File: src/design/wmti_pkg.sv
// Shared types, widths and constant tables for the web Mercator tile index core.
// Depends on nothing; every other design file but wmti_if refers to it by scoped names.
package wmti_pkg;

  // Saturation decision for one tile index.
  typedef enum logic [1:0] {
    SAT_NONE = 2'd0,
    SAT_LOW  = 2'd1,
    SAT_HIGH = 2'd2
  } sat_t;

  // Control that travels with every item through the pipeline.
  typedef struct packed {
    logic [4:0] zoom;
    sat_t       col_sat;
    sat_t       row_sat;
  } ctrl_t;

  localparam int CORDIC_STEPS = 40;
  localparam int LOG_STEPS    = 32;
  localparam int XW           = 43;  // CORDIC x, y and angle width, signed
  localparam int UW           = 42;  // positive CORDIC output as unsigned
  localparam int PW           = 6;   // bit position of the leading one
  localparam int MW           = 32;  // log mantissa and fraction width

  // Restoring division, used only while elaborating the constants below.
  function automatic logic [63:0] udiv(input logic [63:0] a, input logic [63:0] b);
    logic [63:0] q;
    logic [63:0] r;
    q = '0;
    r = '0;
    for (int i = 63; i >= 0; i--) begin
      r = {r[62:0], a[i]};
      q = {q[62:0], 1'b0};
      if (r >= b) begin
        r    = r - b;
        q[0] = 1'b1;
      end
    end
    return q;
  endfunction

  // Arctangent of 2^-i in Q62 by its power series.
  function automatic logic [63:0] atan_pow2_q62(input int i);
    logic [63:0] sum;
    logic [63:0] t;
    int          e;
    sum = '0;
    e   = 62 - i;
    for (int k = 0; k < 64; k++) begin
      if (e >= 0) begin
        t = udiv(64'd1 << e, 64'(2 * k + 1));
        if ((k & 1) == 1) sum = sum - t;
        else sum = sum + t;
        e = e - 2 * i;
      end
    end
    return sum;
  endfunction

  // Arctangent of 1/3 in Q62.
  function automatic logic [63:0] atan_third_q62();
    logic [63:0] sum;
    logic [63:0] p;
    logic [63:0] t;
    sum = '0;
    p   = udiv(64'd1 << 62, 64'd3);
    for (int k = 0; k < 64; k++) begin
      if (p != 0) begin
        t = udiv(p, 64'(2 * k + 1));
        if ((k & 1) == 1) sum = sum - t;
        else sum = sum + t;
        p = udiv(p, 64'd9);
      end
    end
    return sum;
  endfunction

  // Natural log of two in Q62.
  function automatic logic [63:0] ln2_q62();
    logic [63:0] sum;
    sum = '0;
    for (int k = 1; k <= 62; k++) begin
      sum = sum + udiv(64'd1 << (62 - k), 64'(k));
    end
    return sum;
  endfunction

  // floor(a * 2^n / b) for a below b.
  function automatic logic [63:0] div_frac(input logic [63:0] a, input logic [63:0] b,
                                           input int n);
    logic [63:0] r;
    logic [63:0] q;
    r = a;
    q = '0;
    for (int i = 0; i < 64; i++) begin
      if (i < n) begin
        r = {r[62:0], 1'b0};
        q = {q[62:0], 1'b0};
        if (r >= b) begin
          r    = r - b;
          q[0] = 1'b1;
        end
      end
    end
    return q;
  endfunction

  localparam logic [63:0] QUARTER_PI = atan_pow2_q62(1) + atan_third_q62();
  localparam logic [63:0] FULL_PI    = {QUARTER_PI[61:0], 2'b00};
  localparam logic [63:0] ATAN0      = (QUARTER_PI + (64'd1 << 21)) >> 22;
  localparam logic [63:0] DEG_SCALE  = (udiv(FULL_PI, 64'd360) + (64'd1 << 23)) >> 24;
  localparam logic [63:0] LOG_SCALE  = div_frac(ln2_q62() >> 1, FULL_PI >> 1, 30);

  // CORDIC rotation angle of step i in Q40, rounded to nearest.
  function automatic logic [63:0] atan_q40(input int i);
    logic [63:0] v;
    if (i == 0) v = QUARTER_PI;
    else v = atan_pow2_q62(i);
    return (v + (64'd1 << 21)) >> 22;
  endfunction

endpackage

File: src/design/wmti_log_stage.sv
// One squaring step of the base-2 logarithm, for the x and the y lane side by side.
// One register stage. Depends on wmti_pkg.
module wmti_log_stage #(
  parameter int QW = 24
) (
  input  logic                           clk,
  input  logic                           rst_n,
  input  logic                           adv,
  input  logic                           vld_i,
  input  wmti_pkg::ctrl_t                ctrl_i,
  input  logic        [wmti_pkg::MW-1:0] mx_i,
  input  logic        [wmti_pkg::MW-1:0] my_i,
  input  logic        [wmti_pkg::MW-1:0] fx_i,
  input  logic        [wmti_pkg::MW-1:0] fy_i,
  input  logic        [wmti_pkg::PW-1:0] px_i,
  input  logic        [wmti_pkg::PW-1:0] py_i,
  input  logic        [QW-1:0]           q_i,
  output logic                           vld_o,
  output wmti_pkg::ctrl_t                ctrl_o,
  output logic        [wmti_pkg::MW-1:0] mx_o,
  output logic        [wmti_pkg::MW-1:0] my_o,
  output logic        [wmti_pkg::MW-1:0] fx_o,
  output logic        [wmti_pkg::MW-1:0] fy_o,
  output logic        [wmti_pkg::PW-1:0] px_o,
  output logic        [wmti_pkg::PW-1:0] py_o,
  output logic        [QW-1:0]           q_o
);

  localparam int MW = wmti_pkg::MW;
  localparam int PW = wmti_pkg::PW;

  logic            vld_r;
  wmti_pkg::ctrl_t ctrl_r;
  logic [2*MW-1:0] sqx, sqy;
  logic [MW:0]     tx, ty;
  logic [MW-1:0]   mx_nxt, my_nxt, fx_nxt, fy_nxt, mx_r, my_r, fx_r, fy_r;
  logic [PW-1:0]   px_r, py_r;
  logic [QW-1:0]   q_r;

  // Square the Q31 mantissa; a carry into bit 32 is the next fraction bit.
  assign sqx    = mx_i * mx_i;
  assign sqy    = my_i * my_i;
  assign tx     = sqx[2*MW-1:MW-1];
  assign ty     = sqy[2*MW-1:MW-1];
  assign mx_nxt = tx[MW] ? tx[MW:1] : tx[MW-1:0];
  assign my_nxt = ty[MW] ? ty[MW:1] : ty[MW-1:0];
  assign fx_nxt = {fx_i[MW-2:0], tx[MW]};
  assign fy_nxt = {fy_i[MW-2:0], ty[MW]};

  always_ff @(posedge clk) begin
    if (!rst_n) begin
      vld_r <= 1'b0;
    end else if (adv) begin
      vld_r <= vld_i;
    end
  end

  always_ff @(posedge clk) begin
    if (adv) begin
      ctrl_r <= ctrl_i;
      mx_r   <= mx_nxt;
      my_r   <= my_nxt;
      fx_r   <= fx_nxt;
      fy_r   <= fy_nxt;
      px_r   <= px_i;
      py_r   <= py_i;
      q_r    <= q_i;
    end
  end

  assign vld_o  = vld_r;
  assign ctrl_o = ctrl_r;
  assign mx_o   = mx_r;
  assign my_o   = my_r;
  assign fx_o   = fx_r;
  assign fy_o   = fy_r;
  assign px_o   = px_r;
  assign py_o   = py_r;
  assign q_o    = q_r;

endmodule

File: config.mk
export PLATFORM = sky130hd
export DESIGN_NAME = wmti_log_stage
export DESIGN_NICKNAME = d
export VERILOG_FILES = /design/src/design/wmti_pkg.sv /design/src/design/wmti_log_stage.sv
export SDC_FILE = /design/constraint.sdc
export NUM_CORES = 2
export LEC_CHECK = 0
export ABC_AREA = 1
export CELL_PAD_IN_SITES_DETAIL_PLACEMENT = 1
export CELL_PAD_IN_SITES_GLOBAL_PLACEMENT = 2
export CORE_UTILIZATION = 42
export DETAILED_ROUTE_END_ITERATION = 12
export DONT_BUFFER_PORTS = 1
export MAX_ROUTING_LAYER = met4
export PLACE_DENSITY_LB_ADDON = 0.1
export SLEW_MARGIN = 25
export SYNTH_ARGS = -nofsm -noshare
export SYNTH_HDL_FRONTEND = slang
export SYNTH_SLANG_ARGS = --single-unit
File: constraint.sdc
create_clock -name clk -period 10.7 [get_ports clk]
set_input_delay 2.14 -clock clk [delete_from_list [all_inputs] [get_ports clk]]
set_output_delay 2.14 -clock clk [all_outputs]
set_load 0.005 [all_outputs]
=== Word-level counts from Yosys, hierarchy flattened ===
Cells that the tools add are included.

* $mul: 2
* Multiplexer cells: 2

{| class="wikitable"
|+ Operators by type and width
! operator !! count
|-
| $mul A32 B32 Y64 || 2
|-
| $mux W31 || 2
|}

* Flip-flop bits (word level): 174
* Bits of input ports: 177
* Logic and storage cells: 17

=== Depth between registers and ports, before layout ===
* Depth in word-level cells: 2
* Depth in mapped cells: 36
* Gate-level depth less buffers: 33

=== Worst setup path after synthesis ===
No wires, ideal clock.

* Path type: input-to-reg
* Start: input my_i[7] (netlist name)
* End: register my_r[19], in the netlist my_o[19] (data pin)
* Setup time: 0.252 ns
* Arrival: 8.490 ns
* Slack: 1.957 ns
* Stages on the path: 29
* Path buffers: 3
* Path through: clkbuf_1 -> buf_1 -> nand2_1 -> fa_1 -> inv_1 -> fa_1 -> fa_1 -> inv_1 -> fa_1 -> inv_1 -> fa_1 -> fa_1 -> fa_1 -> inv_1 -> fa_1 -> inv_1 -> ha_1 -> nand2_1 -> nor2_1 -> nand2_2 -> nor4_2 -> nand2_1 -> nand2_1 -> nand2_1 -> nand2_4 -> inv_2 -> buf_6 -> nand2_1 -> nand2_1

* Word-level cells in the longest chain between the ends: 2

{| class="wikitable"
|+ RTL lines
! element !! line !! text
|-
| from (decl) || wmti_log_stage.sv:12 || <nowiki>input logic [wmti_pkg::MW-1:0] my_i,</nowiki>
|-
| $mul A32 B32 Y64 || wmti_log_stage.sv:42 || <nowiki>assign sqy = my_i * my_i;</nowiki>
|-
| $mux W31 || wmti_log_stage.sv:46 || <nowiki>assign my_nxt = ty[MW] ? ty[MW:1] : ty[MW-1:0];</nowiki>
|-
| net my_nxt[19] || wmti_log_stage.sv:36 || <nowiki>logic [MW-1:0] mx_nxt, my_nxt, fx_nxt, fy_nxt, mx_r, my_r, fx_r, fy_r;</nowiki>
|-
| to (signal assigned) || wmti_log_stage.sv:62 || <nowiki>my_r <= my_nxt;</nowiki>
|-
| to (decl) || wmti_log_stage.sv:36 ||
|}

The timed path passes the listed nets, and every way through them passes these cells.
A chain may end at the register's enable or synchronous reset.

=== Worst setup path in the final report ===
* Start: input my_i[22] (netlist name)
* End: register my_r[31], in the netlist my_o[31] (data pin)

* Word-level cells in the longest chain between the ends: 1

{| class="wikitable"
|+ RTL lines
! element !! line
|-
| $mul A32 B32 Y64 || wmti_log_stage.sv:42
|}

No other way between the ends.

==> results.json <==
{
  "crit_type": "input pin to flop",
  "endpoint_kind": "flop",
  "yosys_warnings": 0,
  "grt_util_met2": 0.438,
  "synth_adder_area_share": 0.573,
  "antenna_found_initial": 7,
  "ys_seq_area_frac": 0.0763,
  "regArea_mm2": 0.00522,
  "drive_gt1_frac": 0.0140,
  "busiest_layer": "met2",
  "die_x_um": 405,
  "ant_nets": 0,
  "vias": 49327,
  "synthFlopType": "edfxtp_1",
  "grt_max_degree": 176,
  "setup_viol": 0,
  "tns_ps": 0,
  "use_met1": 0.367,
  "area_delta_synth_final_pct": 3.72,
  "hold_viol": 0,
  "slew_violations": 0,
  "crit_fanout": 34,
  "finish.utilization": 0.440,
  "place.gp.congestion": 0.918,
  "ctsResizeCount": 0,
  "use_met3": 0.0172,
  "timing.rr.start": "vld_o",
  "post-cts-setup-buffer-count": 0,
  "ys_ff_latch": 174,
  "route.detailed.drc": 0,
  "final_common_cell": "inv_1",
  "yosysTopAreaCellShare": 0.463,
  "cts_tree": "built",
  "dieHeight_um": 405,
  "coreArea_mm2": 0.161,
  "io_buffers": 0,
  "dp_hpwl_um": 175000,
  "cp_data_arrival_time_ps": 9320,
  "synth_compound_area_frac": 0.0252,
  "cts_buffer_depth": 3,
  "async_flop_share": 0,
  "reg2reg_to": "vld_o",
  "final_area_mm2": 0.0709,
  "status": "completed",
  "hold_path_end": "vld_o",
  "avgSynthCellArea_um2": 8.23,
  "postCtsHoldBufs": 0,
  "hp-class": "flop to flop",
  "worstSetupStartpointType": "input pin",
  "drt-initial-drc-count": 2208,
  "multi_input_area_mm2": 0.0517,
  "cts_buffers": 25,
  "finalCriticalPeriod_ps": 9110,
  "min_path_cells": 2,
  "start_util": 0.424,
  "htreeDepth": 4,
  "slew_headroom": 0.433,
  "finalNetCount": 10473,
  "finalCritPeriodShare": 0.851,
  "fmax_mhz": 110,
  "crit_required_ps": 10910,
  "io_pins": 351,
  "firstDrtPassIters": 5,
  "syn_inst": 8304,
  "path_clk_slew_ps": 80,
  "grt_pass1_vias": 56576,
  "grt_overflow": 0,
  "grt_pass1_wl_um": 325000,
  "rsz0062_at_grt": "no",
  "cap_violations": 0,
  "track_usage": 0.267,
  "yosysTopAreaCell": "fa_1",
  "fin_skew_ps": 0,
  "synth_edf_count": 173,
  "vias_per_cell": 4.80,
  "min_from": "vld_o",
  "synth-simple-area-share": 0.145,
  "wl_per_cell_um": 19.8,
  "reg2reg_slack_ps": 10040,
  "synth_mux_area_frac": 0,
  "synth.distinct_cells": 37,
  "r2r_cells": 2,
  "layout_common_cells": "2,811 x inv_1, 2,038 x nand2_1, 1,582 x fa_1",
  "clkLatencyLatePin_ps": 500,
  "synth_area_leaders": "fa_1 46%, inv_1 15%, nand2_1 11%",
  "tightest_slew_ps": 844,
  "syn_nets": 10661,
  "clock_sinks": 174,
  "synth_top_family_by_area": "adder cells",
  "dpl-instance-area_mm2": 0.0702,
  "synth_xor_area_frac": 0.0131,
  "clock_tree.root_cell": "clkbuf_16",
  "syn-cell-area_mm2": 0.0684,
  "rows": 147,
  "fillers": 19555,
  "die-area_mm2": 0.164,
  "wl_um": 204000
}
-- worst max-delay path by stage --
| stage | start | to | slack (ps) | depth (start not counted) |
|---|---|---|---|---|
| 6_report | my_i[22] | my_o[31] | 1590 | 26 |
| 5_1_grt | my_i[22] | my_o[31] | 1210 | 26 |
| 4_1_cts | my_i[3] | my_o[31] | 1560 | 26 |
| 3_5_place_dp | my_i[3] | my_o[31] | 1010 | 26 |
| 3_3_place_gp | my_i[3] | my_o[31] | 1100 | 26 |
| 2_1_floorplan | my_i[7] | my_o[19] | 1960 | 29 |
-- registers in the layout, summed over array words and instances (netlist names) --
signal and count:
px_o 6, vld_o 1, mx_o 32, fy_o 32, ctrl_o 9, my_o 32, py_o 6, q_o 24
fx_o 32
-- synth_stat cells (3+ instances only) --
cell	instances
nand2_2	34
a21o_1	10
nor2_4	3
or2_2	13
buf_4	7
xor2_1	66
nor2_1	216
buf_1	26
edfxtp_1	173
nand3_1	119
nand2_1	2038
a31o_2	12
nor4_1	6
inv_1	2811
ha_1	598
xnor2_1	36
nor2_2	12
a21oi_1	164
buf_6	6
fa_1	1582
o21bai_1	44
nor3_1	28
inv_2	6
clkbuf_1	176
o21ai_0	68
a31oi_1	5
nand4_1	32
-- cell type report --
type                            count  area share
Tap cell                         2160      0.0381
Inverter                         2817       0.149
Clock buffer                       28     0.00898
Antenna cell                        2   0.0000706
Clock inverter                      4     0.00102
Sequential cell                   174      0.0736
Multi-Input combinational cell   5097       0.729
Timing Repair Buffer                1    0.000106
-- metrics by stage --
| stage | cells | setup slack, ps | hold slack, ps |
|---|---|---|---|
| final | 10283 | 1590 | 588 |
| after global routing | 10283 | 1210 | 624 |
| after CTS | 10281 | 1560 | 596 |
| after detailed placement | 10249 | 1010 | 587 |
| after global placement | 10249 | 1100 | 546 |
| after floorplan | 8304 | 1960 | 525 |
-- kinds of logic (layout without fill, tap and decap cells) --
kind of cell	Yosys count	after routing
compound gates	306	306
xor+xnor	102	102
fa+ha+maj	2180	2180
buf+inv	3033	2850
flops	174	174
other cells	0	2
simple gates	2509	2509
-- per-layer routing --
layer  routed length [µm]  part of all wire
met5                    0                 0
met4                 4010             0.020
met3                 6610             0.032
met2                97800              0.48
met1                95100              0.47
-- critical path, cell delays in order --
cell	delay [ps]
nand2_1	140
xor2_1	200
ha_1	200
o21bai_1	190
fa_1	510
fa_1	520
inv_1	60
fa_1	530
inv_1	50
fa_1	480
fa_1	460
fa_1	570
fa_1	430
ha_1	330
nand2_1	200
nand2_1	110
a21oi_1	320
nand2_1	170
a21oi_1	240
nand2_1	130
nand2_1	170
nand2_1	70
nand2_1	120
nand2_4	220
inv_2	570
nand3_1	130
Power is not shown: default switching activity piles up to over one toggle a cycle in this logic, so the estimate is an artifact.
