### config.mk
export PLATFORM = sky130hd
export DESIGN_NAME = wmti_back
export DESIGN_NICKNAME = d
export VERILOG_FILES = /design/src/design/wmti_pkg.sv /design/src/design/wmti_back.sv
export SDC_FILE = /design/constraint.sdc
export NUM_CORES = 2
export LEC_CHECK = 0
export BUFFER_PORTS_ARGS = -buffer_cell sky130_fd_sc_hd__buf_2
export CAP_MARGIN = 20
export CORE_MARGIN = 10
export CORE_UTILIZATION = 55
export DETAILED_ROUTE_END_ITERATION = 8
export PLACE_DENSITY = 0.73
export SLEW_MARGIN = 20
export SYNTH_ARGS = -nofsm -noshare
export SYNTH_HDL_FRONTEND = slang
export SYNTH_SLANG_ARGS = --single-unit
### constraint.sdc
create_clock -name clk -period 15.56 [get_ports clk]
set_input_delay 0.778 -clock clk [delete_from_list [all_inputs] [get_ports clk]]
set_output_delay 0.778 -clock clk [all_outputs]
set_load 0.01 [all_outputs]
### src/design/wmti_pkg.sv
// Shared types, widths and constant tables for the web Mercator tile index core.
// Depends on nothing; every other design file but wmti_if refers to it by scoped names.
package wmti_pkg;

  // Saturation decision for one tile index.
  typedef enum logic [1:0] {
    SAT_NONE = 2'd0,
    SAT_LOW  = 2'd1,
    SAT_HIGH = 2'd2
  } sat_t;

  // Control that travels with every item through the pipeline.
  typedef struct packed {
    logic [4:0] zoom;
    sat_t       col_sat;
    sat_t       row_sat;
  } ctrl_t;

  localparam int CORDIC_STEPS = 40;
  localparam int LOG_STEPS    = 32;
  localparam int XW           = 43;  // CORDIC x, y and angle width, signed
  localparam int UW           = 42;  // positive CORDIC output as unsigned
  localparam int PW           = 6;   // bit position of the leading one
  localparam int MW           = 32;  // log mantissa and fraction width

  // Restoring division, used only while elaborating the constants below.
  function automatic logic [63:0] udiv(input logic [63:0] a, input logic [63:0] b);
    logic [63:0] q;
    logic [63:0] r;
    q = '0;
    r = '0;
    for (int i = 63; i >= 0; i--) begin
      r = {r[62:0], a[i]};
      q = {q[62:0], 1'b0};
      if (r >= b) begin
        r    = r - b;
        q[0] = 1'b1;
      end
    end
    return q;
  endfunction

  // Arctangent of 2^-i in Q62 by its power series.
  function automatic logic [63:0] atan_pow2_q62(input int i);
    logic [63:0] sum;
    logic [63:0] t;
    int          e;
    sum = '0;
    e   = 62 - i;
    for (int k = 0; k < 64; k++) begin
      if (e >= 0) begin
        t = udiv(64'd1 << e, 64'(2 * k + 1));
        if ((k & 1) == 1) sum = sum - t;
        else sum = sum + t;
        e = e - 2 * i;
      end
    end
    return sum;
  endfunction

  // Arctangent of 1/3 in Q62.
  function automatic logic [63:0] atan_third_q62();
    logic [63:0] sum;
    logic [63:0] p;
    logic [63:0] t;
    sum = '0;
    p   = udiv(64'd1 << 62, 64'd3);
    for (int k = 0; k < 64; k++) begin
      if (p != 0) begin
        t = udiv(p, 64'(2 * k + 1));
        if ((k & 1) == 1) sum = sum - t;
        else sum = sum + t;
        p = udiv(p, 64'd9);
      end
    end
    return sum;
  endfunction

  // Natural log of two in Q62.
  function automatic logic [63:0] ln2_q62();
    logic [63:0] sum;
    sum = '0;
    for (int k = 1; k <= 62; k++) begin
      sum = sum + udiv(64'd1 << (62 - k), 64'(k));
    end
    return sum;
  endfunction

  // floor(a * 2^n / b) for a below b.
  function automatic logic [63:0] div_frac(input logic [63:0] a, input logic [63:0] b,
                                           input int n);
    logic [63:0] r;
    logic [63:0] q;
    r = a;
    q = '0;
    for (int i = 0; i < 64; i++) begin
      if (i < n) begin
        r = {r[62:0], 1'b0};
        q = {q[62:0], 1'b0};
        if (r >= b) begin
          r    = r - b;
          q[0] = 1'b1;
        end
      end
    end
    return q;
  endfunction

  localparam logic [63:0] QUARTER_PI = atan_pow2_q62(1) + atan_third_q62();
  localparam logic [63:0] FULL_PI    = {QUARTER_PI[61:0], 2'b00};
  localparam logic [63:0] ATAN0      = (QUARTER_PI + (64'd1 << 21)) >> 22;
  localparam logic [63:0] DEG_SCALE  = (udiv(FULL_PI, 64'd360) + (64'd1 << 23)) >> 24;
  localparam logic [63:0] LOG_SCALE  = div_frac(ln2_q62() >> 1, FULL_PI >> 1, 30);

  // CORDIC rotation angle of step i in Q40, rounded to nearest.
  function automatic logic [63:0] atan_q40(input int i);
    logic [63:0] v;
    if (i == 0) v = QUARTER_PI;
    else v = atan_pow2_q62(i);
    return (v + (64'd1 << 21)) >> 22;
  endfunction

endpackage

### src/design/wmti_back.sv
// Back end: log difference, scaling to the grid, row and column selection, output register.
// Four register stages. Depends on wmti_pkg.
module wmti_back #(
  parameter int MAX_ZOOM = 24
) (
  input  logic                           clk,
  input  logic                           rst_n,
  input  logic                           adv,
  input  logic                           vld_i,
  input  wmti_pkg::ctrl_t                ctrl_i,
  input  logic        [wmti_pkg::MW-1:0] fx_i,
  input  logic        [wmti_pkg::MW-1:0] fy_i,
  input  logic        [wmti_pkg::PW-1:0] px_i,
  input  logic        [wmti_pkg::PW-1:0] py_i,
  input  logic        [MAX_ZOOM-1:0]     q_i,
  output logic                           out_valid,
  output logic        [23:0]             tile_column,
  output logic        [23:0]             tile_row,
  output logic                           clamped
);

  localparam int QW = MAX_ZOOM;
  localparam int IW = MAX_ZOOM + 1;
  localparam int LW = wmti_pkg::PW + wmti_pkg::MW;
  localparam logic signed [LW:0] G_LIMIT = $signed((LW + 1)'(64'h5_0000_0000));
  localparam logic [63:0] TWO62 = 64'h4000_0000_0000_0000;

  logic                vldg_r, vldp_r, vldf_r, out_valid_r;
  wmti_pkg::ctrl_t     ctrlg_nxt, ctrlg_r, ctrlp_r, ctrlf_nxt, ctrlf_r;
  logic [QW-1:0]       qg_r, qp_r, qf_r;
  logic [LW-1:0]       lx, ly;
  logic signed [LW:0]  g;
  logic [LW:0]         gabs;
  logic [34:0]         mag_nxt, magg_r;
  logic                negg_r, negp_r;
  logic [63:0]         prod_nxt, prodp_r;
  logic [63:0]         f_nxt, ff_r;
  logic [5:0]          shamt;
  logic [IW-1:0]       rowv, last, colv, col_nxt, row_nxt, col_r, row_r;
  logic [63:0]         fsh;
  logic                over, clamp_nxt, clamp_r;
  logic [4:0]          z, z_r;
  logic [IW+23:0]      col_ext, row_ext;

  // Stage G: g = log2(y) - log2(x); beyond five octaves the row is off the grid.
  assign lx   = {px_i, fx_i};
  assign ly   = {py_i, fy_i};
  assign g    = $signed({1'b0, ly}) - $signed({1'b0, lx});
  assign gabs = g[LW] ? (LW + 1)'(-g) : g;
  assign mag_nxt = gabs[34:0];

  always_comb begin
    ctrlg_nxt = ctrl_i;
    if (ctrl_i.row_sat == wmti_pkg::SAT_NONE) begin
      if (g >= G_LIMIT) ctrlg_nxt.row_sat = wmti_pkg::SAT_LOW;
      else if (g <= -G_LIMIT) ctrlg_nxt.row_sat = wmti_pkg::SAT_HIGH;
    end
  end

  // Stage P: scale by ln2 / (2 pi), keeping the full product.
  assign prod_nxt = {29'b0, magg_r} * {34'b0, wmti_pkg::LOG_SCALE[29:0]};

  // Stage F: row position from the top edge, as a fraction of the grid in Q63.
  always_comb begin
    ctrlf_nxt = ctrlp_r;
    if (!negp_r) begin
      if ((prodp_r > TWO62) && (ctrlp_r.row_sat == wmti_pkg::SAT_NONE)) begin
        ctrlf_nxt.row_sat = wmti_pkg::SAT_LOW;
      end
      f_nxt = TWO62 - prodp_r;
    end else begin
      f_nxt = TWO62 + prodp_r;
    end
  end

  // Output stage: pick the indices at the item's zoom and saturate.
  assign z     = ctrlf_r.zoom;
  assign shamt = 6'd63 - 6'(z);
  assign fsh   = ff_r >> shamt;
  assign rowv  = fsh[IW-1:0];
  assign last  = (IW'(1) << z) - IW'(1);
  assign over  = ((rowv >> z) != '0);
  assign colv  = {1'b0, qf_r >> (6'(QW) - 6'(z))};

  always_comb begin
    case (ctrlf_r.col_sat)
      wmti_pkg::SAT_LOW:  col_nxt = '0;
      wmti_pkg::SAT_HIGH: col_nxt = last;
      default:            col_nxt = colv;
    endcase
    case (ctrlf_r.row_sat)
      wmti_pkg::SAT_LOW:  row_nxt = '0;
      wmti_pkg::SAT_HIGH: row_nxt = last;
      default:            row_nxt = over ? last : rowv;
    endcase
    clamp_nxt = (ctrlf_r.col_sat != wmti_pkg::SAT_NONE) ||
                (ctrlf_r.row_sat != wmti_pkg::SAT_NONE) || over;
  end

  always_ff @(posedge clk) begin
    if (!rst_n) begin
      vldg_r      <= 1'b0;
      vldp_r      <= 1'b0;
      vldf_r      <= 1'b0;
      out_valid_r <= 1'b0;
    end else if (adv) begin
      vldg_r      <= vld_i;
      vldp_r      <= vldg_r;
      vldf_r      <= vldp_r;
      out_valid_r <= vldf_r;
    end
  end

  always_ff @(posedge clk) begin
    if (adv) begin
      ctrlg_r <= ctrlg_nxt;
      qg_r    <= q_i;
      magg_r  <= mag_nxt;
      negg_r  <= g[LW];
      ctrlp_r <= ctrlg_r;
      qp_r    <= qg_r;
      prodp_r <= prod_nxt;
      negp_r  <= negg_r;
      ctrlf_r <= ctrlf_nxt;
      qf_r    <= qp_r;
      ff_r    <= f_nxt;
      col_r   <= col_nxt;
      row_r   <= row_nxt;
      clamp_r <= clamp_nxt;
      z_r     <= z;
    end
  end

  // The field is 24 bits wide whatever the grid size.
  assign col_ext     = {24'b0, col_r};
  assign row_ext     = {24'b0, row_r};
  assign out_valid   = out_valid_r;
  assign tile_column = col_ext[23:0];
  assign tile_row    = row_ext[23:0];
  assign clamped     = clamp_r;

`ifndef NO_ASSERTIONS
  // An unclamped result always lies on the grid.
  assert property (@(posedge clk) disable iff (!rst_n)
    out_valid_r && !clamp_r |-> ((col_r >> z_r) == '0) && ((row_r >> z_r) == '0))
    else $error("unclamped tile index outside the grid");

  // A saturated column must raise the clamp flag.
  assert property (@(posedge clk) disable iff (!rst_n)
    adv && vldf_r && (ctrlf_r.col_sat != wmti_pkg::SAT_NONE) |=> clamp_r)
    else $error("column saturated without clamp");

  // A southern saturation lands on the last row.
  assert property (@(posedge clk) disable iff (!rst_n)
    adv && vldf_r && (ctrlf_r.row_sat == wmti_pkg::SAT_HIGH) |=>
      clamp_r && (row_r == ((IW'(1) << z_r) - IW'(1))))
    else $error("southern saturation not on last row");
`endif

endmodule

### After elaboration in Yosys (flattened, before gate mapping)

Index checks and enable logic that the tools add are counted.

| word-level totals | value |
|---|---|
| register bits | 316 |
| bits of input ports | 113 |
| output and inout port bits | 50 |
| word-level logic and storage cells | 61 |

| operators by class | value |
|---|---|
| add/subtract/negate cells | 7 |
| $mul | 1 |
| magnitude comparators | 3 |
| equal/unequal tests | 4 |
| shift-type cells | 4 |
| muxes and demuxes | 10 |
| reductions and logical operators | 8 |

Operators with widths:

| cell | number |
|---|---|
| one-hot mux 24 bit (2 select lines) | 2 |
| adder 63 x 63 -> 64 bit (first input constant) | 1 |
| 2-to-1 mux 64 bit | 1 |
| right shift 64 x 6 -> 25 bit | 1 |
| subtractor 63 x 63 -> 64 bit (first input constant) | 1 |
| greater-than comparator 63 bit (second input constant) | 1 |
| multiplier 35 x 28 -> 63 bit (second input constant) | 1 |
| >= comparator 39 x 36 -> 1 bit (second input constant) | 1 |
| <= comparator 39 x 36 -> 1 bit (second input constant) | 1 |
| subtractor 38 x 38 -> 39 bit | 1 |
| 2-to-1 mux 35 bit | 1 |
| negation 35 bit | 1 |
| nonzero test 25 bit | 1 |
| right shift 25 x 5 -> 25 bit | 1 |
| 2-to-1 mux 24 bit | 1 |
| << shifter 1 x 5 -> 24 bit (first input constant) | 1 |
| right shift 24 x 6 -> 24 bit | 1 |
| subtractor 24 x 2 -> 24 bit (second input constant) | 1 |
| 2-to-1 mux 2 bit | 5 |
| subtractor 5 x 5 -> 6 bit (first input constant) | 1 |
| subtractor 6 x 5 -> 6 bit (first input constant) | 1 |
| == test 2 x 1 -> 1 bit (second input constant) | 2 |
| == test 2 bit (second input constant) | 2 |
| logical NOT 2 bit | 2 |
| 3 further kinds | 5 |

### Logic depth before layout (Yosys ltp)

| logic depth | value |
|---|---|
| depth after elaboration | 6 |
| depth in mapped cells | 28 |
| depth with buffers taken out | 27 |

### Worst setup path after synthesis

No wires, ideal clock.

| timing | value |
|---|---|
| path kind | register to register |
| start | reg magg_r[11] |
| end | reg prodp_r[61], data pin |
| setup time | 263 ps |
| arrival time | 6,650 ps |
| required time | 15,297 ps |
| slack | 8,647 ps |
| stages on the path, launching flop included | 27 |
| buffers on the path | 1 |
| period minus slack after synthesis | 6,913 ps |
| cells stage by stage | edfxtp_1 inv_1 fa_1 inv_1 fa_1 inv_1 fa_1 fa_1 inv_1 fa_1 fa_1 inv_1 fa_1 inv_1 ha_1 clkbuf_1 a21oi_1 o21ai_0 a221o_1 a21oi_1 o22a_1 nand4_1 a31oi_1 o21ai_0 a221oi_1 and3_1 o21ai_0 |

| between the ends | value |
|---|---|
| word-level cells in the longest chain between the ends | 1 |

RTL lines:

| item | RTL line | text |
|---|---|---|
| from (decl) | wmti_back.sv:34 | `logic [34:0] mag_nxt, magg_r;` |
| from (signal assigned) | wmti_back.sv:118 | `magg_r <= mag_nxt;` |
| multiplier 35 x 28 -> 63 bit | wmti_back.sv:61 | `assign prod_nxt = {29'b0, magg_r} * {34'b0, wmti_pkg::LOG_SCALE[29:0]};` |
| named net prod_nxt[61] | wmti_back.sv:36 | `logic [63:0] prod_nxt, prodp_r;` |
| to (signal assigned) | wmti_back.sv:122 | `prodp_r <= prod_nxt;` |
| to (decl) | wmti_back.sv:36 |  |

The timed path passes the listed nets, and every way through them passes these cells.
A chain may end at the register's enable or synchronous reset.

### Final worst setup path

| timing | value |
|---|---|
| start | reg magg_r[17] |
| end | reg prodp_r[61], data pin |

Same word-level chain as after synthesis.

==> impl_results.md <==
* Final HPWL DP at 72970 µm
* Period utilisation layout at 48.55%
* Crit-path cells: ha_1 -> ha_1 -> inv_1 -> fa_1 -> inv_1 -> fa_1 -> fa_1 -> fa_1 -> inv_1 -> fa_1 -> inv_1 -> ha_1 -> and3_1 -> a221o_1 -> a21oi_1 -> o21bai_1 -> o21ai_0 -> nand4_1 -> a31oi_1 -> o21ai_0 -> a221oi_1 -> and3_1 -> o21ai_0
* Post-layout net count at 4314
* CP Max Fanout at 8
* Yosys warning count at 0
* Post-Syn Area at 33880 µm²
* Setup violators final at 0
* Distinct cells, synth at 92
* Commonest non-fill, non-tap cell in the layout: inv_1
* Gpl congestion at 1.002
* Final wirelength at around 87000 µm
* Root Buffer: clkbuf_16
* Worst-path clk slew at 0.06 ns
* First-pass GRT wire length at ~140000 µm
* Vias at ~24000
* CP max-delay cell: edfxtp_1
* Post-Synthesis Cells at 3299
* Most frequent cells in the layout: 798 x inv_1, 404 x fa_1, 370 x ha_1
* PortBufs at roughly 160
* CP peak stage delay at roughly 0.6 ns
* Most frequent CP cell: fa_1
* Largest net degree at the start of global routing at between 80 and 90
* Initial antenna violation count at 5
* FMAX at between 0.1 and 0.15 GHz
* Average size of a mapped cell at 10.27 µm²
* Die height at 268.2 µm
* Clock skew at 0.02222 ns
* I/O Pins at ~160
* Die Area at 71930 µm²
* Clock sink count at 284
* CP Capture Type: register
* Worst-skew pair later-pin latency at 0.56 ns
* Antenna viol nets, final at 0
* Hold Vio Cnt, Final at 0
* Post-DR wirelength/cell at between 20 and 25 µm
* Fillcell total at 5237
* Vias in the first global route at 23800
* Flop and latch count out of synthesis at between 200 and 300
* Worst Path Required at 15.84 ns
* DP Area at around 35000 µm²
* Data arrival, critical path at 7.83 ns
* EDFF count, synth at 280
* Layout area overhead at 7.832%
* Rows at 90
* Startpoint types: register
* Longest Clk Path Bufs at 3
* Layout Cell Area excl Fill at about 37000 µm²
* Sequential area share after synthesis at 25.05%
* Initial Utilization at 55.82%
* Hold Path Class: input port to register
* Fin Setup TNS at 0 ns
* Tmin final at 7.555 ns
* CTS resizes at 0
* CORE AREA at between 60000 and 70000 µm²
* Post-CTS setup buffers at 0
* Initial DRC count at 1842
* DRC violations left at 0
* TritonCTS clock tree: done
* Number of CTS-inserted buffers at 34
* Max-cap violation count at 0
* Grt total ovfl at 0
* Run status: finished, final reports clean
* Final-report max-slew violation count at 0
* Ys async rst share at 0%
* Clock H-tree levels at 2
* Worst hold margin at 0.3934 ns
* Layout cell share with drive strength beyond 1 at ~9%
* Vias per inst at 5.573
* Relative slew margins at 26.62%
* Setup Crit Path Kind: register to register
* GRT Resource Usage Total at 24.64%
* Ant. Diodes at 0
* RSZ-0062 raised after global routing: false
* Post-synth net total at 4186
* Hold_buf cts at 0
* Die W at 268.2 µm
* Worst slew pin tran at 1.087 ns
* Most common flop cell mapped by yosys: edfxtp_1
* Pre-Repair DR Iteration Count at 5
flip-flops by register name, summed over array words and instances (netlist names), 24 cells and up:
signal,cells
magg_r,35
col_r,24
row_r,24
qp_r,24
qg_r,24
prodp_r,63
ff_r,32
qf_r,24
path summary, 6_finish.rpt:
kind                                  from          end  slack (ns)  cells after the start
worst max-delay path            magg_r[17]  prodp_r[61]        8.01                     23
worst min register to register     qp_r[7]      qf_r[7]        0.41                      0
worst max register to register  magg_r[17]  prodp_r[61]        8.01                     23
worst min-delay path               q_i[23]     qg_r[23]        0.39                      1
logic make-up after synthesis:
family,Yosys count,share of synthesized area [%]
compound gates,542,10.46
buf+inv,886,9.981
xor+xnor,166,4.291
fa+ha+maj,774,37.53
flops,284,25.05
mux,124,5.214
simple gates,523,7.470
cell type report:
| cell class | count | area [µm²] | area share (%) |
|---|---|---|---|
| clock buffer | 42 | 912.1 | 2.496 |
| clock inverter | 16 | 201.4 | 0.5514 |
| timing repair buffer | 177 | 933.4 | 2.555 |
| sequential | 284 | 8488 | 23.23 |
| inverter | 801 | 3007 | 8.229 |
| tap | 782 | 978.4 | 2.678 |
| multi-input combinational | 2129 | 22020 | 60.26 |
cell usage after synthesis, types with 6 or more instances:
master       n  area share [%]
a21o_1      57             1.3
o311ai_0     6            0.16
nand3_1     44            0.65
nand4_1     19            0.35
o211ai_1    13            0.29
nor2_1     130             1.4
buf_1       10            0.11
nand2_1    156             1.7
mux2_2      26            0.86
mux4_2      33             2.2
a22oi_1     10            0.22
edfxtp_1   280              25
o22a_1       6            0.16
nand2b_1    20            0.37
o21a_1       7            0.16
inv_1      798             8.8
o2111ai_1    9            0.23
clkbuf_1    65            0.72
a21oi_1    153             2.3
nor4_1      16            0.30
xnor2_1    100             2.6
nor3_1      38            0.56
ha_1       370              14
and3_1      20            0.37
mux2i_1     58             1.7
o21bai_1    21            0.47
or3_1        8            0.15
a211oi_1    21            0.47
nor2b_1     27            0.50
fa_1       404              24
o22ai_1     41            0.76
and2_1       9            0.17
a32oi_1      6            0.16
xor2_1      66             1.7
a31oi_1     21            0.39
o21ai_0     97             1.4
worst max-delay path: cells and delay by family (launching register included):
kind            cells  cell delay, ns
flops               1            0.60
simple gates        3            0.70
fa+ha+maj           8            3.78
compound gates      8            1.98
buf+inv             4            0.22
metal layers:
layer | part of all wire (%) | vias to the layer above | global-route usage (%)
met5 | 0.030 | - | 0
met4 | 2.1 | 4 | 5.237
met3 | 8.8 | 94 | 6.865
met2 | 44 | 755 | 37.34
met1 | 45 | 11480 | 34.86
li1 | - | 11250 | -
stage by stage:
stage                     setup WS [ns]  std cells  util, %
final                             8.005       4231    60.20
after global routing              7.551       4231    60.20
after CTS                         7.991       4231    60.20
after detailed placement          8.021       4173    58.36
after global placement            8.107       4173    58.36
after floorplan                   8.647       3299        -
Power is not shown: default switching activity piles up to over one toggle a cycle in this logic, so the estimate is an artifact.
