**src/design/wmti_pkg.sv**
```systemverilog
// Shared types, widths and constant tables for the web Mercator tile index core.
// Depends on nothing; every other design file but wmti_if refers to it by scoped names.
package wmti_pkg;

  // Saturation decision for one tile index.
  typedef enum logic [1:0] {
    SAT_NONE = 2'd0,
    SAT_LOW  = 2'd1,
    SAT_HIGH = 2'd2
  } sat_t;

  // Control that travels with every item through the pipeline.
  typedef struct packed {
    logic [4:0] zoom;
    sat_t       col_sat;
    sat_t       row_sat;
  } ctrl_t;

  localparam int CORDIC_STEPS = 40;
  localparam int LOG_STEPS    = 32;
  localparam int XW           = 43;  // CORDIC x, y and angle width, signed
  localparam int UW           = 42;  // positive CORDIC output as unsigned
  localparam int PW           = 6;   // bit position of the leading one
  localparam int MW           = 32;  // log mantissa and fraction width

  // Restoring division, used only while elaborating the constants below.
  function automatic logic [63:0] udiv(input logic [63:0] a, input logic [63:0] b);
    logic [63:0] q;
    logic [63:0] r;
    q = '0;
    r = '0;
    for (int i = 63; i >= 0; i--) begin
      r = {r[62:0], a[i]};
      q = {q[62:0], 1'b0};
      if (r >= b) begin
        r    = r - b;
        q[0] = 1'b1;
      end
    end
    return q;
  endfunction

  // Arctangent of 2^-i in Q62 by its power series.
  function automatic logic [63:0] atan_pow2_q62(input int i);
    logic [63:0] sum;
    logic [63:0] t;
    int          e;
    sum = '0;
    e   = 62 - i;
    for (int k = 0; k < 64; k++) begin
      if (e >= 0) begin
        t = udiv(64'd1 << e, 64'(2 * k + 1));
        if ((k & 1) == 1) sum = sum - t;
        else sum = sum + t;
        e = e - 2 * i;
      end
    end
    return sum;
  endfunction

  // Arctangent of 1/3 in Q62.
  function automatic logic [63:0] atan_third_q62();
    logic [63:0] sum;
    logic [63:0] p;
    logic [63:0] t;
    sum = '0;
    p   = udiv(64'd1 << 62, 64'd3);
    for (int k = 0; k < 64; k++) begin
      if (p != 0) begin
        t = udiv(p, 64'(2 * k + 1));
        if ((k & 1) == 1) sum = sum - t;
        else sum = sum + t;
        p = udiv(p, 64'd9);
      end
    end
    return sum;
  endfunction

  // Natural log of two in Q62.
  function automatic logic [63:0] ln2_q62();
    logic [63:0] sum;
    sum = '0;
    for (int k = 1; k <= 62; k++) begin
      sum = sum + udiv(64'd1 << (62 - k), 64'(k));
    end
    return sum;
  endfunction

  // floor(a * 2^n / b) for a below b.
  function automatic logic [63:0] div_frac(input logic [63:0] a, input logic [63:0] b,
                                           input int n);
    logic [63:0] r;
    logic [63:0] q;
    r = a;
    q = '0;
    for (int i = 0; i < 64; i++) begin
      if (i < n) begin
        r = {r[62:0], 1'b0};
        q = {q[62:0], 1'b0};
        if (r >= b) begin
          r    = r - b;
          q[0] = 1'b1;
        end
      end
    end
    return q;
  endfunction

  localparam logic [63:0] QUARTER_PI = atan_pow2_q62(1) + atan_third_q62();
  localparam logic [63:0] FULL_PI    = {QUARTER_PI[61:0], 2'b00};
  localparam logic [63:0] ATAN0      = (QUARTER_PI + (64'd1 << 21)) >> 22;
  localparam logic [63:0] DEG_SCALE  = (udiv(FULL_PI, 64'd360) + (64'd1 << 23)) >> 24;
  localparam logic [63:0] LOG_SCALE  = div_frac(ln2_q62() >> 1, FULL_PI >> 1, 30);

  // CORDIC rotation angle of step i in Q40, rounded to nearest.
  function automatic logic [63:0] atan_q40(input int i);
    logic [63:0] v;
    if (i == 0) v = QUARTER_PI;
    else v = atan_pow2_q62(i);
    return (v + (64'd1 << 21)) >> 22;
  endfunction

endpackage

```
**src/design/wmti_front.sv**
```systemverilog
// Front end: input register, longitude offset, latitude scaling and start angle.
// Three register stages. Depends on wmti_pkg.
module wmti_front #(
  parameter int ANGLE_FRAC_BITS = 24,
  parameter int MAX_ZOOM        = 24,
  parameter int VW              = 35,
  parameter int RW              = 33
) (
  input  logic                           clk,
  input  logic                           rst_n,
  input  logic                           adv,
  input  logic                           in_valid,
  input  logic signed [31:0]             lat,
  input  logic signed [32:0]             lon,
  input  logic        [4:0]              zoom,
  output logic                           vld_o,
  output wmti_pkg::ctrl_t                ctrl_o,
  output logic signed [wmti_pkg::XW-1:0] a_o,
  output logic        [RW-1:0]           r_o
);

  localparam int XW = wmti_pkg::XW;
  localparam int SH = ANGLE_FRAC_BITS - 24;
  localparam logic [63:0] HALF64 = 64'd180 << ANGLE_FRAC_BITS;
  localparam logic [63:0] FULL64 = 64'd360 << ANGLE_FRAC_BITS;
  localparam logic [63:0] POLE64 = 64'd90 << ANGLE_FRAC_BITS;
  localparam logic signed [XW-1:0] A0 = $signed(wmti_pkg::ATAN0[XW-1:0]);

  logic                  vld0_r, vld1_r, vld2_r;
  wmti_pkg::ctrl_t       ctrl0_nxt, ctrl0_r, ctrl1_r, ctrl2_r;
  logic signed [VW-1:0]  v_nxt;
  logic signed [VW-1:0]  lon_ext;
  logic        [RW-1:0]  r0_r, r1_r, r2_r;
  logic        [31:0]    m;
  logic        [30:0]    m24_nxt, m0_r;
  logic                  south0_r, south1_r;
  logic        [4:0]     z;
  logic                  pole;
  logic        [62:0]    prod_nxt, prod1_r;
  logic signed [XW-1:0]  a_nxt, a2_r;
  logic signed [XW-1:0]  delta;

  // Stage 0: offset the longitude and fold the latitude to its magnitude.
  assign lon_ext = VW'(lon);
  assign v_nxt   = lon_ext + $signed(HALF64[VW-1:0]);
  assign m       = lat[31] ? 32'(-lat) : 32'(lat);
  assign pole    = ({32'b0, m} >= POLE64);
  assign z       = (zoom > 5'(MAX_ZOOM)) ? 5'(MAX_ZOOM) : zoom;

  generate
    if (SH >= 0) begin : g_shr
      assign m24_nxt = 31'(m >> SH);
    end else begin : g_shl
      localparam int LS = -SH;
      assign m24_nxt = 31'({32'b0, m} << LS);
    end
  endgenerate

  always_comb begin
    ctrl0_nxt.zoom = z;
    if (v_nxt < 0) ctrl0_nxt.col_sat = wmti_pkg::SAT_LOW;
    else if (v_nxt >= $signed(FULL64[VW-1:0])) ctrl0_nxt.col_sat = wmti_pkg::SAT_HIGH;
    else ctrl0_nxt.col_sat = wmti_pkg::SAT_NONE;
    if (pole) ctrl0_nxt.row_sat = lat[31] ? wmti_pkg::SAT_HIGH : wmti_pkg::SAT_LOW;
    else ctrl0_nxt.row_sat = wmti_pkg::SAT_NONE;
  end

  // Stage 1: degrees to radians.
  assign prod_nxt = m0_r * wmti_pkg::DEG_SCALE[31:0];

  // Stage 2: start angle an eighth of a turn plus or minus the scaled latitude.
  assign delta = $signed({2'b00, prod1_r[62:22]});
  assign a_nxt = south1_r ? (A0 - delta) : (A0 + delta);

  // Valid bits.
  always_ff @(posedge clk) begin
    if (!rst_n) begin
      vld0_r <= 1'b0;
      vld1_r <= 1'b0;
      vld2_r <= 1'b0;
    end else if (adv) begin
      vld0_r <= in_valid;
      vld1_r <= vld0_r;
      vld2_r <= vld1_r;
    end
  end

  // Payload.
  always_ff @(posedge clk) begin
    if (adv) begin
      ctrl0_r  <= ctrl0_nxt;
      r0_r     <= v_nxt[RW-1:0];
      m0_r     <= m24_nxt;
      south0_r <= lat[31];
      ctrl1_r  <= ctrl0_r;
      r1_r     <= r0_r;
      prod1_r  <= prod_nxt;
      south1_r <= south0_r;
      ctrl2_r  <= ctrl1_r;
      r2_r     <= r1_r;
      a2_r     <= a_nxt;
    end
  end

  assign vld_o  = vld2_r;
  assign ctrl_o = ctrl2_r;
  assign a_o    = a2_r;
  assign r_o    = r2_r;

endmodule

```
**config.mk**
```make
export PLATFORM = sky130hd
export DESIGN_NAME = wmti_front
export DESIGN_NICKNAME = d
export VERILOG_FILES = /design/src/design/wmti_pkg.sv /design/src/design/wmti_front.sv
export SDC_FILE = /design/constraint.sdc
export NUM_CORES = 1
export LEC_CHECK = 0
export ABC_AREA = 0
export BUFFER_PORTS_ARGS = -buffer_cell sky130_fd_sc_hd__clkbuf_2
export CAP_MARGIN = 20
export CORE_ASPECT_RATIO = 1.2
export CORE_MARGIN = 5
export CORE_UTILIZATION = 40
export CTS_BUF_LIST = sky130_fd_sc_hd__clkbuf_16
export CTS_CLUSTER_DIAMETER = 200
export DETAILED_ROUTE_END_ITERATION = 12
export GPL_ROUTABILITY_DRIVEN = 0
export PLACE_DENSITY = 0.56
export SLEW_MARGIN = 20
export SYNTH_ARGS = -nofsm -noshare
export SYNTH_HDL_FRONTEND = slang
export SYNTH_SLANG_ARGS = --single-unit
```
**constraint.sdc**
```tcl
create_clock -name clk -period 15.85 [get_ports clk]
set_input_delay 3.17 -clock clk [delete_from_list [all_inputs] [get_ports clk]]
set_output_delay 3.17 -clock clk [all_outputs]
set_load 0.1 [all_outputs]
```
# [Yosys cells after proc, flatten, opt, wreduce, memory -nomap -nowiden]
# Index checks and enable logic that the tools add are counted.
[word_totals] reg_bits=268 inputBits=74 elab_cells=33
[op_classes] n_addsub=4 mul=1 magnitude_cmp=4 n_mux=4
[ops] cell="31-bit by 32-bit multiplier with 63-bit output (second input constant)" n=1
[ops] cell="43-bit two-way mux" n=1
[ops] cell="40-bit by 41-bit adder with 42-bit output (first input constant)" n=1
[ops] cell="40-bit by 41-bit subtractor with 42-bit output (first input constant)" n=1
[ops] cell="33-bit by 33-bit adder with 34-bit output (second input constant)" n=1
[ops] cell="34-bit >= comparator (second input constant)" n=1
[ops] cell="34-bit by 1-bit < comparator with 1-bit output (second input constant)" n=1
[ops] cell="32-bit by 31-bit >= comparator with 1-bit output (second input constant)" n=1
[ops] cell="32-bit two-way mux" n=1
[ops] cell="32-bit negator" n=1
[ops] cell="5-bit greater-than comparator (second input constant)" n=1
[ops] cell="2-bit two-way mux" n=2

# [Logic depth before layout (Yosys ltp)]
# Gate-level depths: netlist (run 1).
[logic_depth] depth_word=3 depth_mapped=25 ltp_nobuf=25

# [Worst setup path after synthesis (run 1)]
# No wires, ideal clock.
[synth_timing] path_kind="register to register" startpoint="reg m0_r[7]" endpoint="reg prod1_r[62], data pin" arrival_time_ps=7124 path_slack_ps=8466 stages_incl_launch_ff=25 n_path_buf=0 synth_period_minus_slack_ps=7384 cell_sequence="edfxtp_1 inv_1 fa_1 inv_1 fa_1 fa_1 inv_1 fa_1 inv_1 fa_1 fa_1 fa_1 inv_1 fa_1 inv_1 ha_1 nand3_1 nor4_1 nand2_1 or4_1 and3_1 nor2_2 a31oi_1 o31a_1 xnor2_1"
[synth_between] elab_chain_cells=1
[synth_rtl] element="start: declaration" line_no="wmti_front.sv:35" text="logic [30:0] m24_nxt, m0_r;"
[synth_rtl] element="start signal: assignment" line_no="wmti_front.sv:93" text="m0_r <= m24_nxt;"
[synth_rtl] element="31-bit by 32-bit multiplier with 63-bit output" line_no="wmti_front.sv:69" text="assign prod_nxt = m0_r * wmti_pkg::DEG_SCALE[31:0];"
[synth_rtl] element="named net prod_nxt[62]" line_no="wmti_front.sv:39" text="logic [62:0] prod_nxt, prod1_r;"
[synth_rtl] element="end signal: assignment" line_no="wmti_front.sv:97" text="prod1_r <= prod_nxt;"
[synth_rtl] element="end: declaration" line_no="wmti_front.sv:39"
# The timed path passes the listed nets, and every way through them passes these cells.
# A chain may end at the register's enable or synchronous reset.

# [Worst setup path after layout (run 1)]
# Ends and elaborated chain as after synthesis.

==> results.md, run 1 <==
* Status: finished clean
* Critical Path Source Type: flip-flop
* Diodes inserted at 0
* CP required at 16150 ps
* Num rows at 103
* WL met2 at 33500 um
* Sequential Area at 7360 um^2
* Critical path class: reg2reg
* Post-DP HPWL at 57900 um
* PortBufs at 159
* Length in cells of the worst reg-to-reg path at 24
* Final TNS setup at 0 ps
* Setup bufs post-CTS at 0
* Die span in x at 245 um
* Vias in the first global route at 18.9k
* Root buf cell: clkbuf_16
* Critical path origin: m0_r[7]
* Hold Buf Count CTS at 0
* Yosys Warn Count at 0
* Drt pass-1 iters at 6
* Cell accounting for the most synthesized area: edfxtp_1
* Worst-margin pin slew at 928 ps
* Largest net degree at the start of global routing at 123
* Hold Path Class: reg2reg
* Worst r2r src: m0_r[7]
* Congestion Overflow GR at 0
* Cells after synthesis at 2402
* Post-synth cell types at 71
* TritonCTS clock tree: done
* Synth Flop Type: edfxtp_1
* Reg2Reg Setup Slack at 7620 ps
* Antenna viol nets, final at 0
* Top cells by count, synth: 622 x inv_1, 380 x ha_1, 360 x fa_1
* Area contributors post-synth: edfxtp_1 27%, fa_1 27%, ha_1 18%
* Core Box Area at 65900 um^2
* Final Hold Viols at 0
* RSZ-0062 raised after global routing: no
* Fin nets at 3368
* Worst Path Arrival at 8530 ps
* Crit path max fanout at 7
* First-pass GRT wire length at 107000 um
* Max-slew violations at 0
* Final period utilization at 0.519
* Relative slew slack at 0.381
* Share of the synthesized area in the top cell type at 0.275
* Syn nets at 3216
* Hold_ws at 417 ps
* Area growth syn-to-layout at 9.92%
* Via/cell ratio at 5.02
* Synthesized area at 26600 um^2
* Metal1 wirelength at 27900 um
* Seq/Total Area, Yosys at 0.277
* CTS H-tree lvls at 1
* Reg-to-Reg End: prod1_r[62]
* Max clock buf depth at 3
* Top sig layer: met4
* Num CTS Buffers at 28
* F_max at 0.122 GHz
* Vias post-DR at 17.4k
* DR iter-0 viols at 1039
* WL met3 at 3030 um
* Post_cts resized at 0
* Post-synth EDFFs at 243
* Synthesized flop and latch total at 246
* Final setup fails at 0
* Initial antenna violation count at 0
* Area of the multi-input gates at 16700 um^2
* Per-cell routed wire length at 19.3 um
* Nature of the critical path endpoint: flip-flop
* Tmin final at 8230 ps
* Crit path to: prod1_r[62]
* Share of cells above drive strength 1 at 0.0905
* DIE HEIGHT at 292 um
* Synth async-reset ratio at 0
* Synthesized area per cell at 11.1 um^2
* IO Count at 160
* Layout Skew at 18.6 ps
* Max-Cap Viols at 0
* Clk sinks at 246
* CTS clk-pin slew, worst paths at 60 ps
* DRC violations left at 0
* Initial Utilization at 0.403
* Gr usage total at 0.187
* Fillers at 6125
* Clk_lat worst skew at 570 ps
* Cell with the most instances after synthesis: inv_1
* Post-Route WL at 66900 um
* Die area at 71700 um^2
[state kept, by name, indices dropped and copies added (netlist names)]
name      cells
ctrl1_r       9
r1_r         33
vld1_r        1
ctrl0_r       9
vld0_r        1
prod1_r      41
vld_o         1
a_o          43
r0_r         33
ctrl_o        9
r_o          33
m0_r         31
south0_r      1
south1_r      1
[critical path, cell delays in order (launching register included)]
cell and delay (ps):
edfxtp_1 510, inv_1 190, fa_1 450, inv_1 240, fa_1 470, fa_1 520
inv_1 60, fa_1 550, inv_1 60, fa_1 520, fa_1 440, fa_1 550
inv_1 60, fa_1 530, inv_1 40, ha_1 390, nand3_1 130, nor4_1 530
nand2_1 120, or4_1 500, and3_1 230, nor2_2 260, a31oi_1 180, o31a_1 330
xnor2_1 130
[final cells by class]
| class | instances | area share |
|---|---|---|
| clock inverter | 22 | 0.00484 |
| timing repair buffer | 162 | 0.0284 |
| inverter | 622 | 0.0800 |
| tap | 892 | 0.0382 |
| multi-input combinational | 1494 | 0.573 |
| sequential | 246 | 0.252 |
| clock buffer | 28 | 0.0240 |
[layer usage]
metal,global-route usage,up-vias
met2,0.331,472
met1,0.240,8640
met4,0.0572,0
met3,0.0250,122
met5,0,-
li1,-,8157
[cell families after synthesis]
| logic type | count (synthesis) | synth area share |
|---|---|---|
| fa+ha+maj | 740 | 0.450 |
| simple gates | 304 | 0.0589 |
| mux | 6 | 0.00231 |
| xor+xnor | 117 | 0.0386 |
| flops | 246 | 0.277 |
| buf+inv | 662 | 0.0935 |
| compound gates | 327 | 0.0794 |
[worst min path at each step]
stage | startpoint | endpoint | slack, ps | cells past startpoint
finish | ctrl1_r[7] | ctrl_o[7] | 420 | 0
floorplan | ctrl0_r[0] | ctrl1_r[0] | 400 | 0
global placement | r0_r[13] | r1_r[13] | 400 | 0
detailed placement | ctrl0_r[5] | ctrl1_r[5] | 400 | 0
CTS | ctrl0_r[5] | ctrl1_r[5] | 420 | 0
global route | r0_r[31] | r1_r[31] | 420 | 0
[through the flow]
| step | setup slack, ps | instance area (um^2) | utilization | std cells |
|---|---|---|---|---|
| 2_1_floorplan | 8470 | 26600 | - | 2402 |
| 3_3_place_gp | 7930 | 28400 | 0.431 | 3416 |
| 3_5_place_dp | 7740 | 28400 | 0.431 | 3416 |
| 4_1_cts | 7730 | 29200 | 0.443 | 3466 |
| 5_1_grt | 7280 | 29200 | 0.443 | 3466 |
| 6_report | 7620 | 29200 | 0.443 | 3466 |
[cell usage in the layout (no fill, tap or decap), drive strengths merged, types with 17 or more instances in the layout]
cell,n
inv,630
ha,380
fa,360
edfxtp,243
clkbuf,186
a21oi,100
nand2,82
xnor2,74
o21ai,71
nor2,64
xor2,43
a21o,33
nand3,27
nor3,17
Power of run 1 is not shown: default switching activity piles up to over one toggle a cycle in this logic, so the estimate is an artifact.
==> inputs of run 2 (changes only) <==
Settings changed: ABC_AREA 0 to 1, PLACE_DENSITY 0.56 to 0.58.
Clock period 15.85 ns to 6.8 ns, I/O delays scaled along.
==> run 2 against run 1 <==
Net effect: utilization up 1.3 points; via count grew 34%; clock skew fell by 6.9 ps.
==> results.md, run 2 <==
* Status: finished clean
* Largest net degree at the start of global routing at 126 (+2.4%)
* Nature of the critical path endpoint: flip-flop
* Syn nets at 4257 (+32%)
* Vias in the first global route at 24.4k (+29%)
* Relative slew slack at 0.362 (-0.0186)
* Initial Utilization at 0.403 (about the same)
* RSZ-0062 raised after global routing: yes
* Gr usage total at 0.223 (+0.0351)
* Final period utilization at 0.977 (+0.458)
* Fillers at 7500 (+22%)
* Post-synth cell types at 56 (-21%)
* Final worst setup slack at 155 ps (-7470 ps)
* Layout Skew at 11.7 ps (-6.92 ps)
* DIE HEIGHT at 312 um (+6.6%)
* Tmin final at 6640 ps (-1580 ps)
* Crit path max fanout at 7 (unchanged)
* Worst Path Arrival at 7000 ps (-1530 ps)
* CTS clk-pin slew, worst paths at 60 ps (about the same)
* Critical Path Source Type: flip-flop
* Hold Path Class: reg2reg
* Num rows at 110 (+6.8%)
* Clk sinks at 246 (unchanged)
* Core Box Area at 75100 um^2 (+14%)
* Per-cell routed wire length at 19.2 um (-0.44%)
* Synthesized flop and latch total at 246 (unchanged)
* Vias post-DR at 23.4k (+34%)
* Max-Cap Viols at 0 (unchanged)
* Post-Route WL at 91300 um (+37%)
* Synth async-reset ratio at 0 (unchanged)
* Synthesized area per cell at 8.80 um^2 (-20%)
* GRT Max-Usage Layer: met2
* F_max at 0.150 GHz (+24%)
* Share of cells above drive strength 1 at 0.121 (+0.0301)
* Largest register FFs at 43 (unchanged)
* Worst-margin pin slew at 956 ps (+28.0 ps)
* Final setup fails at 0 (unchanged)
* CP required at 7160 ps (-8990 ps)
* Share of the synthesized area in the top cell type at 0.241 (-0.0340)
* Fin nets at 4537 (+35%)
* Cell with the most instances after synthesis: inv_1
* Most frequent cells in the layout: 858 x inv_1, 567 x nand2_1, 373 x ha_1
* Diodes inserted at 0 (unchanged)
* Die area at 81400 um^2 (+14%)
* Synth Flop Type: edfxtp_1
* M2 GR Usage at 0.398 (+0.0665)
* Congestion Overflow GR at 0 (unchanged)
* Clk_lat worst skew at 610 ps (+40 ps)
* Synthesized area at 30300 um^2 (+14%)
* IO Count at 160 (unchanged)
* Commonest non-fill, non-tap cell in the layout: inv_1
* First-pass GRT wire length at 139000 um (+31%)
* M3 GR Usage at 0.0230 (-0.00201)
* Final TNS setup at 0 ps (unchanged)
* TritonCTS clock tree: done
* DP Worst Slack at -48.3 ps (-7780 ps)
* Final Hold Viols at 0 (unchanged)
* Post-DP HPWL at 79300 um (+37%)
* Cells after synthesis at 3443 (+43%)
* Area contributors post-synth: edfxtp_1 24%, fa_1 24%, ha_1 16%
* Post-synth EDFFs at 243 (unchanged)
* Top cells by count, synth: 860 x inv_1, 571 x nand2_1, 380 x ha_1
* Met1 Use GR at 0.261 (+0.0213)
* Die span in x at 261 um (+6.5%)
* Root buf cell: clkbuf_16
* DR iter-0 viols at 1369 (+32%)
* Yosys Warn Count at 0 (unchanged)
* PortBufs at 159 (unchanged)
* Hold_ws at 409 ps (-7.98 ps)
* Max-slew violations at 0 (unchanged)
* Num CTS Buffers at 30 (+7.1%)
* Critical path class: reg2reg
* Cell accounting for the most synthesized area: edfxtp_1
* Antenna viol nets, final at 0 (unchanged)
* Drt pass-1 iters at 6 (unchanged)
* Area growth syn-to-layout at 13.2%
* Initial antenna violation count at 0 (unchanged)
* CTS H-tree lvls at 1 (unchanged)
* DRC violations left at 0 (unchanged)
* Seq/Total Area, Yosys at 0.243 (-0.0343)
* Via/cell ratio at 4.92 (-2.0%)
* Max clock buf depth at 3 (unchanged)
[run 2: layer usage]
layer  share of wire  vias up
li1                -    11300
met1            0.38    11100
met2            0.51      692
met3           0.039      245
met4           0.069        0
met5               0        -
[run 2: layout make-up]
class,instances,area (um^2),share of cell area
Clock buffer,30,751,0.0219
Clock inverter,25,263,0.00766
Inverter,882,3330,0.0969
Multi-Input combinational cell,2287,19700,0.573
Tap cell,1008,1260,0.0368
Sequential cell,246,7360,0.214
Timing Repair Buffer,276,1700,0.0494
[run 2: cell families (layout without fill, tap and decap cells)]
logic type      count (synthesis)  after routing  share of synthesized area
buf+inv                       910           1213                      0.115
simple gates                 1126           1126                      0.160
fa+ha+maj                     740            740                      0.395
xor+xnor                       93             93                     0.0274
flops                         246            246                      0.243
compound gates                328            328                     0.0602
[run 2: critical path, stage by stage (launching register included)]
cell,delay (ps)
edfxtp_1,550
buf_4,210
ha_1,280
fa_1,590
inv_1,90
fa_1,510
inv_1,70
fa_1,530
fa_1,470
fa_1,530
fa_1,520
ha_1,320
ha_2,410
nand2_1,100
nor2_1,180
inv_1,130
nor2_2,170
inv_1,90
nor3_2,170
nand2_1,70
o21bai_1,170
nand3_1,130
xor2_1,90
[run 2: worst paths after layout]
| check | from | end | slack, ps | cells after the start |
|---|---|---|---|---|
| worst min register to register | r0_r[27] | r1_r[27] | 410 | 0 |
| worst min-delay path | r0_r[27] | r1_r[27] | 410 | 0 |
| worst max register to register | m0_r[10] | prod1_r[49] | 160 | 22 |
| worst max-delay path | m0_r[10] | prod1_r[49] | 160 | 22 |
[run 2: repair_timing]
item / 4_1_cts / 5_1_grt
pin swaps: 0 / 5
endpoints found under the setup margin: 3 / 31
resized for setup: 2 / 63
hold buffers: 0 / 0
setup buffers: 0 / 17
[run 2: per-stage QoR]
stage,cell area [um^2],instances,utilization
2_1_floorplan,30300,3443,-
3_3_place_gp,33000,4682,0.439
3_5_place_dp,33000,4682,0.439
4_1_cts,34000,4737,0.452
5_1_grt,34300,4754,0.457
6_report,34300,4754,0.457
Power of run 2 is left out for the same reason.
